<file path="config.mk">
export PLATFORM = sky130hd
export DESIGN_NAME = hex_text_byte_parser
export DESIGN_NICKNAME = d
export VERILOG_FILES = /design/src/rtl/core/htbp_pkg.sv /design/src/rtl/core/hex_text_byte_parser.sv /design/src/rtl/core/htbp_classify.sv /design/src/rtl/core/htbp_fifo.sv /design/src/rtl/core/htbp_engine.sv
export SDC_FILE = /design/constraint.sdc
export NUM_CORES = 1
export LEC_CHECK = 0
export BUFFER_PORTS_ARGS = -buffer_cell sky130_fd_sc_hd__buf_4
export CELL_PAD_IN_SITES_DETAIL_PLACEMENT = 0
export CELL_PAD_IN_SITES_GLOBAL_PLACEMENT = 2
export CORE_ASPECT_RATIO = 1.4
export CORE_MARGIN = 2
export CORE_UTILIZATION = 41
export CTS_BUF_LIST = sky130_fd_sc_hd__clkbuf_2
export DETAILED_ROUTE_END_ITERATION = 16
export HOLD_SLACK_MARGIN = 0.08
export PLACE_DENSITY = 0.8
export SLEW_MARGIN = 5
export SYNTH_ARGS = -nofsm -noshare
export SYNTH_HDL_FRONTEND = slang
export SYNTH_SLANG_ARGS = --single-unit
</file>
<file path="constraint.sdc">
create_clock -name clk_i -period 5.4 [get_ports clk_i]
set_input_delay 1.62 -clock clk_i [delete_from_list [all_inputs] [get_ports clk_i]]
set_output_delay 1.62 -clock clk_i [all_outputs]
set_load 0.05 [all_outputs]
</file>
<file path="src/rtl/core/htbp_pkg.sv">
// ----------------------------------------------------------------------------
// htbp_pkg: shared types and constants of the hex text byte parser
// Holds the character class record that flows from the front end through the
// queue to the parse engine, the result codes and the hex digit decoder.
// ----------------------------------------------------------------------------
package htbp_pkg;

  // Default byte limit and queue depth.
  localparam int unsigned MAX_BYTES_DEF   = 1024;
  localparam int unsigned QUEUE_DEPTH_DEF = 2;

  // Result kinds.
  localparam logic [1:0] KIND_DATA  = 2'd0;
  localparam logic [1:0] KIND_DONE  = 2'd1;
  localparam logic [1:0] KIND_ERROR = 2'd2;

  // Error causes.
  localparam logic [1:0] CAUSE_BAD_COMMENT = 2'd0;
  localparam logic [1:0] CAUSE_BAD_HEX     = 2'd1;
  localparam logic [1:0] CAUSE_LIMIT       = 2'd2;
  localparam logic [1:0] CAUSE_END_COMMENT = 2'd3;

  // Character codes the parser reacts to.
  localparam logic [7:0] CH_NUL   = 8'h00;
  localparam logic [7:0] CH_TAB   = 8'h09;
  localparam logic [7:0] CH_LF    = 8'h0A;
  localparam logic [7:0] CH_VT    = 8'h0B;
  localparam logic [7:0] CH_FF    = 8'h0C;
  localparam logic [7:0] CH_CR    = 8'h0D;
  localparam logic [7:0] CH_SPACE = 8'h20;
  localparam logic [7:0] CH_STAR  = 8'h2A;
  localparam logic [7:0] CH_SLASH = 8'h2F;
  localparam logic [7:0] CH_SEMI  = 8'h3B;
  localparam logic [7:0] CH_LBRK  = 8'h5B;
  localparam logic [7:0] CH_RBRK  = 8'h5D;

  // One classified character, as queued between front end and engine.
  typedef struct packed {
    logic       new_text;
    logic       is_nul;
    logic       is_end;
    logic       is_slash;
    logic       is_star;
    logic       is_lbrk;
    logic       is_space;
    logic       is_eol;
    logic       is_hex;
    logic [3:0] hex_val;
  } char_item_t;

  // Returns {valid, value} for an ASCII hex digit.
  function automatic logic [4:0] hex_decode(input logic [7:0] c);
    logic [4:0] r;
    r = 5'd0;
    if (c >= 8'h30 && c <= 8'h39) begin
      r = {1'b1, 4'(c - 8'h30)};
    end else if (c >= 8'h61 && c <= 8'h66) begin
      r = {1'b1, 4'(c - 8'h57)};
    end else if (c >= 8'h41 && c <= 8'h46) begin
      r = {1'b1, 4'(c - 8'h37)};
    end
    return r;
  endfunction

endpackage

</file>
<file path="src/rtl/core/hex_text_byte_parser.sv">
// ----------------------------------------------------------------------------
// hex_text_byte_parser: streaming parser for a bracketed list of hex bytes
// Takes one text character per beat and produces data, done and error beats.
// ----------------------------------------------------------------------------
// Throughput: one character per cycle, sustained while the output is taken.
// Path: an accepted character is written into the queue, and its result is
//   then held in the engine's output register.
// Rate is set by the engine, which updates its parse state for every character.
// Reset: rst_ni clears the queue, the parse state and the output register.
module hex_text_byte_parser
  import htbp_pkg::*;
#(
  parameter int unsigned MaxBytes   = MAX_BYTES_DEF,
  parameter int unsigned QueueDepth = QUEUE_DEPTH_DEF
) (
  input  logic       clk_i,
  input  logic       rst_ni,
  input  logic       in_valid_i,
  output logic       in_ready_o,
  input  logic [7:0] char_code_i,
  input  logic       new_text_i,
  output logic       out_valid_o,
  input  logic       out_ready_i,
  output logic [1:0] kind_o,
  output logic [7:0] data_byte_o,
  output logic [9:0] byte_count_o,
  output logic [1:0] error_cause_o
);

  localparam int unsigned ItemW = $bits(char_item_t);

  // The front end only classifies, so each input beat is written into the
  // queue in the cycle it is accepted. The queue lets the front end keep
  // taking characters, up to QueueDepth of them, while a result beat waits at
  // the output.
  char_item_t front_item;
  char_item_t back_item;
  logic       back_valid;
  logic       back_ready;

  htbp_classify u_classify (
    .char_code_i (char_code_i),
    .new_text_i  (new_text_i),
    .item_o      (front_item)
  );

  htbp_fifo #(
    .Width (ItemW),
    .Depth (QueueDepth)
  ) u_fifo (
    .clk_i        (clk_i),
    .rst_ni       (rst_ni),
    .push_valid_i (in_valid_i),
    .push_ready_o (in_ready_o),
    .push_data_i  (front_item),
    .pop_valid_o  (back_valid),
    .pop_ready_i  (back_ready),
    .pop_data_o   (back_item)
  );

  // The engine takes a queued character whenever its output register is
  // empty or being drained in the same cycle, so results stream at full rate.
  htbp_engine #(
    .MaxBytes (MaxBytes)
  ) u_engine (
    .clk_i         (clk_i),
    .rst_ni        (rst_ni),
    .item_valid_i  (back_valid),
    .item_ready_o  (back_ready),
    .item_i        (back_item),
    .out_valid_o   (out_valid_o),
    .out_ready_i   (out_ready_i),
    .kind_o        (kind_o),
    .data_byte_o   (data_byte_o),
    .byte_count_o  (byte_count_o),
    .error_cause_o (error_cause_o)
  );

  // A data beat never carries an error cause.
  a_data_no_cause: assert property (@(posedge clk_i) disable iff (!rst_ni)
    out_valid_o && (kind_o == KIND_DATA) |-> (error_cause_o == CAUSE_BAD_COMMENT))
    else $error("data beat with nonzero error cause");

  // A done beat carries no byte and no cause.
  a_done_clean: assert property (@(posedge clk_i) disable iff (!rst_ni)
    out_valid_o && (kind_o == KIND_DONE) |->
      (data_byte_o == 8'd0) && (error_cause_o == CAUSE_BAD_COMMENT))
    else $error("done beat with byte or cause set");

  // The limit error always reports the count just below the limit.
  a_limit_count: assert property (@(posedge clk_i) disable iff (!rst_ni)
    out_valid_o && (kind_o == KIND_ERROR) && (error_cause_o == CAUSE_LIMIT) |->
      (byte_count_o == 10'(MaxBytes - 1)))
    else $error("limit error with wrong byte count");

endmodule

</file>
<file path="src/rtl/core/htbp_classify.sv">
// ----------------------------------------------------------------------------
// htbp_classify: front end character classifier
// Sorts each accepted character into the classes the engine acts on and
// decodes its hex value, so the engine sees only a few flag bits.
// ----------------------------------------------------------------------------
module htbp_classify
  import htbp_pkg::*;
(
  input  logic [7:0]  char_code_i,
  input  logic        new_text_i,
  output char_item_t  item_o
);

  logic [4:0] hex;

  assign hex = hex_decode(char_code_i);

  always_comb begin
    item_o.new_text = new_text_i;
    item_o.is_nul   = (char_code_i == CH_NUL);
    item_o.is_end   = (char_code_i == CH_NUL) || (char_code_i == CH_RBRK) ||
                      (char_code_i == CH_SEMI);
    item_o.is_slash = (char_code_i == CH_SLASH);
    item_o.is_star  = (char_code_i == CH_STAR);
    item_o.is_lbrk  = (char_code_i == CH_LBRK);
    item_o.is_eol   = (char_code_i == CH_LF) || (char_code_i == CH_CR);
    item_o.is_space = (char_code_i == CH_SPACE) || (char_code_i == CH_TAB) ||
                      (char_code_i == CH_LF) || (char_code_i == CH_VT) ||
                      (char_code_i == CH_FF) || (char_code_i == CH_CR);
    item_o.is_hex   = hex[4];
    item_o.hex_val  = hex[3:0];
  end

endmodule

</file>
<file path="src/rtl/core/htbp_fifo.sv">
// ----------------------------------------------------------------------------
// htbp_fifo: small register queue between front end and engine
// Depth must be a power of two, at least two.
// ----------------------------------------------------------------------------
module htbp_fifo #(
  parameter int unsigned Width = 8,
  parameter int unsigned Depth = 2
) (
  input  logic             clk_i,
  input  logic             rst_ni,
  input  logic             push_valid_i,
  output logic             push_ready_o,
  input  logic [Width-1:0] push_data_i,
  output logic             pop_valid_o,
  input  logic             pop_ready_i,
  output logic [Width-1:0] pop_data_o
);

  localparam int unsigned PtrW = $clog2(Depth);
  localparam int unsigned CntW = $clog2(Depth + 1);

  logic [Width-1:0] mem_q [Depth];
  logic [PtrW-1:0]  wr_ptr_q, wr_ptr_d;
  logic [PtrW-1:0]  rd_ptr_q, rd_ptr_d;
  logic [CntW-1:0]  cnt_q, cnt_d;
  logic             push, pop;

  assign push_ready_o = (cnt_q != CntW'(Depth));
  assign pop_valid_o  = (cnt_q != '0);
  assign pop_data_o   = mem_q[rd_ptr_q];
  assign push         = push_valid_i && push_ready_o;
  assign pop          = pop_valid_o && pop_ready_i;

  always_comb begin
    wr_ptr_d = push ? wr_ptr_q + PtrW'(1) : wr_ptr_q;
    rd_ptr_d = pop ? rd_ptr_q + PtrW'(1) : rd_ptr_q;
    cnt_d    = cnt_q;
    if (push && !pop) begin
      cnt_d = cnt_q + CntW'(1);
    end else if (pop && !push) begin
      cnt_d = cnt_q - CntW'(1);
    end
  end

  always_ff @(posedge clk_i or negedge rst_ni) begin
    if (!rst_ni) begin
      wr_ptr_q <= '0;
      rd_ptr_q <= '0;
      cnt_q    <= '0;
    end else begin
      wr_ptr_q <= wr_ptr_d;
      rd_ptr_q <= rd_ptr_d;
      cnt_q    <= cnt_d;
    end
  end

  always_ff @(posedge clk_i) begin
    if (push) begin
      mem_q[wr_ptr_q] <= push_data_i;
    end
  end

endmodule

</file>
<file path="src/rtl/core/htbp_engine.sv">
// ----------------------------------------------------------------------------
// htbp_engine: back end parse state machine and result register
// Consumes one classified character per cycle while its output register is
// free or being drained, and holds at most one result beat in that register until the consumer takes it.
// ----------------------------------------------------------------------------
module htbp_engine
  import htbp_pkg::*;
#(
  parameter int unsigned MaxBytes = MAX_BYTES_DEF
) (
  input  logic       clk_i,
  input  logic       rst_ni,
  input  logic       item_valid_i,
  output logic       item_ready_o,
  input  char_item_t item_i,
  output logic       out_valid_o,
  input  logic       out_ready_i,
  output logic [1:0] kind_o,
  output logic [7:0] data_byte_o,
  output logic [9:0] byte_count_o,
  output logic [1:0] error_cause_o
);

  localparam int unsigned CntW = $clog2(MaxBytes);
  localparam logic [CntW-1:0] LastCnt = CntW'(MaxBytes - 1);

  typedef enum logic [2:0] {
    PH_NORMAL,
    PH_SLASH,
    PH_BLOCK,
    PH_BLOCK_STAR,
    PH_LINE,
    PH_HEX2
  } phase_e;

  phase_e          phase_q, phase_d, ph;
  logic            in_data_q, in_data_d, indata;
  logic [3:0]      hnib_q, hnib_d, hn;
  logic [CntW-1:0] count_q, count_d, cnt;
  logic            fin_q, fin_d, fin;

  logic            out_valid_q;
  logic [1:0]      kind_q, kind_d;
  logic [7:0]      byte_q, byte_d;
  logic [9:0]      bcnt_q, bcnt_d;
  logic [1:0]      cause_q, cause_d;
  logic            emit;
  logic            take;

  assign item_ready_o  = !out_valid_q || out_ready_i;
  assign take          = item_valid_i && item_ready_o;
  assign out_valid_o   = out_valid_q;
  assign kind_o        = kind_q;
  assign data_byte_o   = byte_q;
  assign byte_count_o  = bcnt_q;
  assign error_cause_o = cause_q;

  always_comb begin
    // A new text clears the state before this character is handled.
    ph     = item_i.new_text ? PH_NORMAL : phase_q;
    indata = item_i.new_text ? 1'b0 : in_data_q;
    hn     = item_i.new_text ? 4'd0 : hnib_q;
    cnt    = item_i.new_text ? '0 : count_q;
    fin    = item_i.new_text ? 1'b0 : fin_q;

    phase_d   = ph;
    in_data_d = indata;
    hnib_d    = hn;
    count_d   = cnt;
    emit      = 1'b0;
    kind_d    = KIND_DONE;
    byte_d    = 8'd0;
    bcnt_d    = 10'(cnt);
    cause_d   = CAUSE_BAD_COMMENT;

    if (!fin) begin
      case (ph)
        PH_SLASH: begin
          if (item_i.is_star) begin
            phase_d = PH_BLOCK;
          end else if (item_i.is_slash) begin
            phase_d = PH_LINE;
          end else begin
            emit    = 1'b1;
            kind_d  = KIND_ERROR;
            cause_d = CAUSE_BAD_COMMENT;
          end
        end
        PH_BLOCK: begin
          if (item_i.is_nul) begin
            emit    = 1'b1;
            kind_d  = KIND_ERROR;
            cause_d = CAUSE_END_COMMENT;
          end else if (item_i.is_star) begin
            phase_d = PH_BLOCK_STAR;
          end
        end
        PH_BLOCK_STAR: begin
          if (item_i.is_nul) begin
            emit    = 1'b1;
            kind_d  = KIND_ERROR;
            cause_d = CAUSE_END_COMMENT;
          end else if (item_i.is_slash) begin
            phase_d = PH_NORMAL;
          end else if (!item_i.is_star) begin
            phase_d = PH_BLOCK;
          end
        end
        PH_LINE: begin
          if (item_i.is_nul) begin
            emit    = 1'b1;
            kind_d  = KIND_ERROR;
            cause_d = CAUSE_END_COMMENT;
          end else if (item_i.is_eol) begin
            phase_d = PH_NORMAL;
          end
        end
        PH_HEX2: begin
          emit = 1'b1;
          if (!item_i.is_hex) begin
            kind_d  = KIND_ERROR;
            cause_d = CAUSE_BAD_HEX;
          end else begin
            phase_d = PH_NORMAL;
            hnib_d  = 4'd0;
            byte_d  = {hn, item_i.hex_val};
            if (cnt == LastCnt) begin
              // The byte that reaches the limit is reported in the error.
              kind_d  = KIND_ERROR;
              cause_d = CAUSE_LIMIT;
              bcnt_d  = 10'(LastCnt);
            end else begin
              count_d = cnt + CntW'(1);
              kind_d  = KIND_DATA;
              bcnt_d  = 10'(cnt + CntW'(1));
            end
          end
        end
        default: begin
          phase_d = PH_NORMAL;
          if (item_i.is_end) begin
            emit   = 1'b1;
            kind_d = KIND_DONE;
          end else if (item_i.is_slash) begin
            phase_d = PH_SLASH;
          end else if (!indata) begin
            if (item_i.is_lbrk) begin
              in_data_d = 1'b1;
            end
          end else if (item_i.is_space) begin
            phase_d = PH_NORMAL;
          end else if (item_i.is_hex) begin
            hnib_d  = item_i.hex_val;
            phase_d = PH_HEX2;
          end else begin
            emit    = 1'b1;
            kind_d  = KIND_ERROR;
            cause_d = CAUSE_BAD_HEX;
          end
        end
      endcase
    end

    fin_d = fin || (emit && (kind_d != KIND_DATA));
  end

  always_ff @(posedge clk_i or negedge rst_ni) begin
    if (!rst_ni) begin
      phase_q     <= PH_NORMAL;
      in_data_q   <= 1'b0;
      hnib_q      <= 4'd0;
      count_q     <= '0;
      fin_q       <= 1'b0;
      out_valid_q <= 1'b0;
      kind_q      <= KIND_DATA;
      byte_q      <= 8'd0;
      bcnt_q      <= 10'd0;
      cause_q     <= CAUSE_BAD_COMMENT;
    end else begin
      // A new result refills the register in the cycle the old one drains.
      if (take && emit) begin
        out_valid_q <= 1'b1;
      end else if (out_ready_i) begin
        out_valid_q <= 1'b0;
      end
      if (take) begin
        phase_q   <= phase_d;
        in_data_q <= in_data_d;
        hnib_q    <= hnib_d;
        count_q   <= count_d;
        fin_q     <= fin_d;
        if (emit) begin
          kind_q      <= kind_d;
          byte_q      <= byte_d;
          bcnt_q      <= bcnt_d;
          cause_q     <= cause_d;
        end
      end
    end
  end

endmodule

</file>
==> flow_metrics.tcl <==
set metrics [dict create \
    status "finished, final reports clean" \
    cts_tree "done" \
    skew_ns 0.03069 \
    fill_cells 967 \
    final-hold-violation-count 0 \
    fin_crit_ns 3.376 \
    synth_edf_count 26 \
    ctsRootBufferMaster "clkbuf_2" \
    critPathTopFamily "simple AND/OR/NAND/NOR gates" \
    seqCellArea_um2 1932 \
    h-tree-depth 3 \
    rows 43 \
    finalNetCount 445 \
    rsz0062_at_grt "false" \
    pin_count 37 \
    grt_pass1_vias 3049 \
    yosysWarnings 0 \
    arrival_ns 3.89 \
    slowest_delay_ns 0.37 \
    ir_drop_mv 0.2279 \
    first_pass_iters 4 \
    slew_headroom_pct 18.87 \
    cts_hold_buf 0 \
    finalSetupViolCount 0 \
    core_um2 9846 \
    critPathSlowestCell "dfrtp_1" \
    fp.dieW_um 88.69 \
    cp_data_required_time_ns 5.91 \
    clock_path_buffers 2 \
    setup_tns_ns 0 \
    die_h_um 122.6 \
    async_reset_ff_share_pct 63.89 \
    hpwl_um 6897 \
    numCtsBuffers 9 \
    wl_um 9577 \
    seq_area_frac_synth_pct 46.93 \
    drive_above_1_share_pct 20.75 \
    synth_flop_cell "dfrtp_1" \
    avgSynthCellArea_um2 10.50 \
    max_freq_ghz 0.2962 \
    setup_ws_ns 2.024 \
    synth_fp_nets 413 \
    ctsResizeCount 0 \
    worst-slew-pin-transition_ns 1.186 \
    synth.cell_area_um2 4116 \
    critPathMaxFanout 27 \
    dr_total_vias 3157 \
    min_period_over_period_pct 62.52 \
    drv_cap 0 \
    grt_pass1_wl_um 15500 \
    post_cts_buffers 0 \
    start_util_pct 41.81 \
    slew_viol_final 0 \
    cellPowerDensity_nw_per_um2 444.8 \
    drc 0 \
    clk_latency_ns 0.55 \
    io_buffers 36 \
    final_common_cell "dfrtp_1" \
    grt_use_total_pct 18.96 \
    final_cell_mix "dfrtp_1 (46), buf_4 (42), nand2_1 (32)" \
    drt_iter0_drc 98 \
    pre_cts_ws_ns 1.702 \
    wl_per_cell_um 16.95 \
    synthCells 392 \
    drtAntennaViolNets 0 \
    ys_seq_elements 72 \
    grt_max_degree 47 \
    clock_sinks 72 \
    crit_top_cell "and4_1" \
    multi_input_comb_area_um2 1993 \
    post-route-util_pct 46.79 \
    hold_class "flip-flop to flip-flop" \
    gr-total-overflow 0 \
    ys_types 62 \
    routed_via_density 5.588 \
    area_delta_synth_final_pct 11.91 \
    clk_pin_slew_worst_paths_ns 0.21 \
    cp_cell_sequence "buf_4 -> mux2i_2 -> buf_4 -> nand2_1 -> inv_1 -> ha_1 -> and4_1 -> and4_1 -> inv_1 -> and4_1 -> nor3_1 -> mux2_4" \
    gp_congestion 0.7642 \
    antenna_found_initial 1 \
    cp-end-kind "flip-flop" \
    p_leak_nw 1.980 \
    critical_path_class "flip-flop to flip-flop" \
    dieArea_um2 10870 \
    crit_path_start_kind "flip-flop" \
    path_buf_inv 4 \
]
Yosys cell counts (7+ instances only):
cell type | number | share of area (%)
buf_2 | 9 | 1.1
inv_1 | 21 | 1.9
a21oi_1 | 15 | 1.8
dfrtp_1 | 46 | 28
nand2_1 | 32 | 2.9
nand3_1 | 10 | 1.2
mux2i_1 | 20 | 4.9
mux2_4 | 10 | 3.6
edfxtp_1 | 26 | 19
mux2_2 | 10 | 2.7
o21ai_0 | 19 | 2.3
a31oi_1 | 13 | 2.0
ha_1 | 8 | 2.4
nor2_1 | 23 | 2.1
clkbuf_1 | 7 | 0.64
and3_1 | 7 | 1.1
nor3_1 | 13 | 1.6
through the flow:
stage / cell area [um^2] / power [mW] / cells / hold WS [ns]
4_1_cts: 4604 / 2.072 / 564 / 0.5314
2_1_floorplan: 4116 / 1.529 / 392 / 0.4565
6_report: 4607 / 2.049 / 565 / 0.5304
3_3_place_gp: 4488 / 1.741 / 548 / 0.4786
5_1_grt: 4607 / 2.195 / 565 / 0.5590
3_5_place_dp: 4488 / 1.756 / 548 / 0.4955
final cells by class:
| type | count | share of cell area [%] |
|---|---|---|
| Timing Repair Buffer | 42 | 6.844 |
| Inverter | 21 | 1.711 |
| Multi-Input combinational cell | 278 | 43.26 |
| Tap cell | 135 | 3.666 |
| Sequential cell | 72 | 41.93 |
| Antenna cell | 1 | 0.05432 |
| Clock inverter | 7 | 1.548 |
| Clock buffer | 9 | 0.9777 |
per-layer routing:
metal  GRT usage, %  vias up  share of wire, %
li1               -     1535                 -
met1          21.39     1549                41
met2          34.14       61                55
met3          3.833       12               2.6
met4          7.670        0               1.7
met5              0        -                 0
state kept, by name, indices dropped and copies added (netlist names), 2 cells and up:
| signal | cells |
|---|---|
| u_engine.byte_count_o | 10 |
| u_engine.count_q | 10 |
| u_fifo.mem_q | 26 |
| u_fifo.cnt_q | 2 |
| u_engine.error_cause_o | 2 |
| u_engine.hnib_q | 4 |
| u_engine.phase_q | 3 |
| u_engine.kind_o | 2 |
| u_engine.data_byte_o | 8 |
worst paths after layout:
kind,from,to,slack [ns],cells after the start
max,u_fifo.rd_ptr_q,u_engine.byte_count_o[4],2.02,12
min,u_fifo.wr_ptr_q,u_fifo.wr_ptr_q,0.53,1
max reg2reg,u_fifo.rd_ptr_q,u_engine.byte_count_o[4],2.02,12
min reg2reg,u_fifo.wr_ptr_q,u_fifo.wr_ptr_q,0.53,1
max in group asynchronous,rst_ni,u_engine.kind_o[0],3.96,1
min in group asynchronous,rst_ni,u_engine.byte_count_o[6],1.03,1
power by group:
part / switching (mW) / leakage [nW] / internal [mW]
Sequential: 0.104 / 0.864 / 0.692
Combinational: 0.588 / 1.04 / 0.352
Clock: 0.206 / 0.0738 / 0.107
Total: 0.898 / 1.98 / 1.15
cells by family after synthesis:
group,after synthesis,share of synthesized area [%]
and+or+nand+nor,133,17.60
DFF,72,46.93
AOI/OAI and AO/OA,90,15.41
xor gates and xnor gates,5,1.064
buffers and inverters,42,4.651
muxes,42,11.91
adders and majority gates,8,2.432
Note: power is estimated with default switching activity, not from simulation.
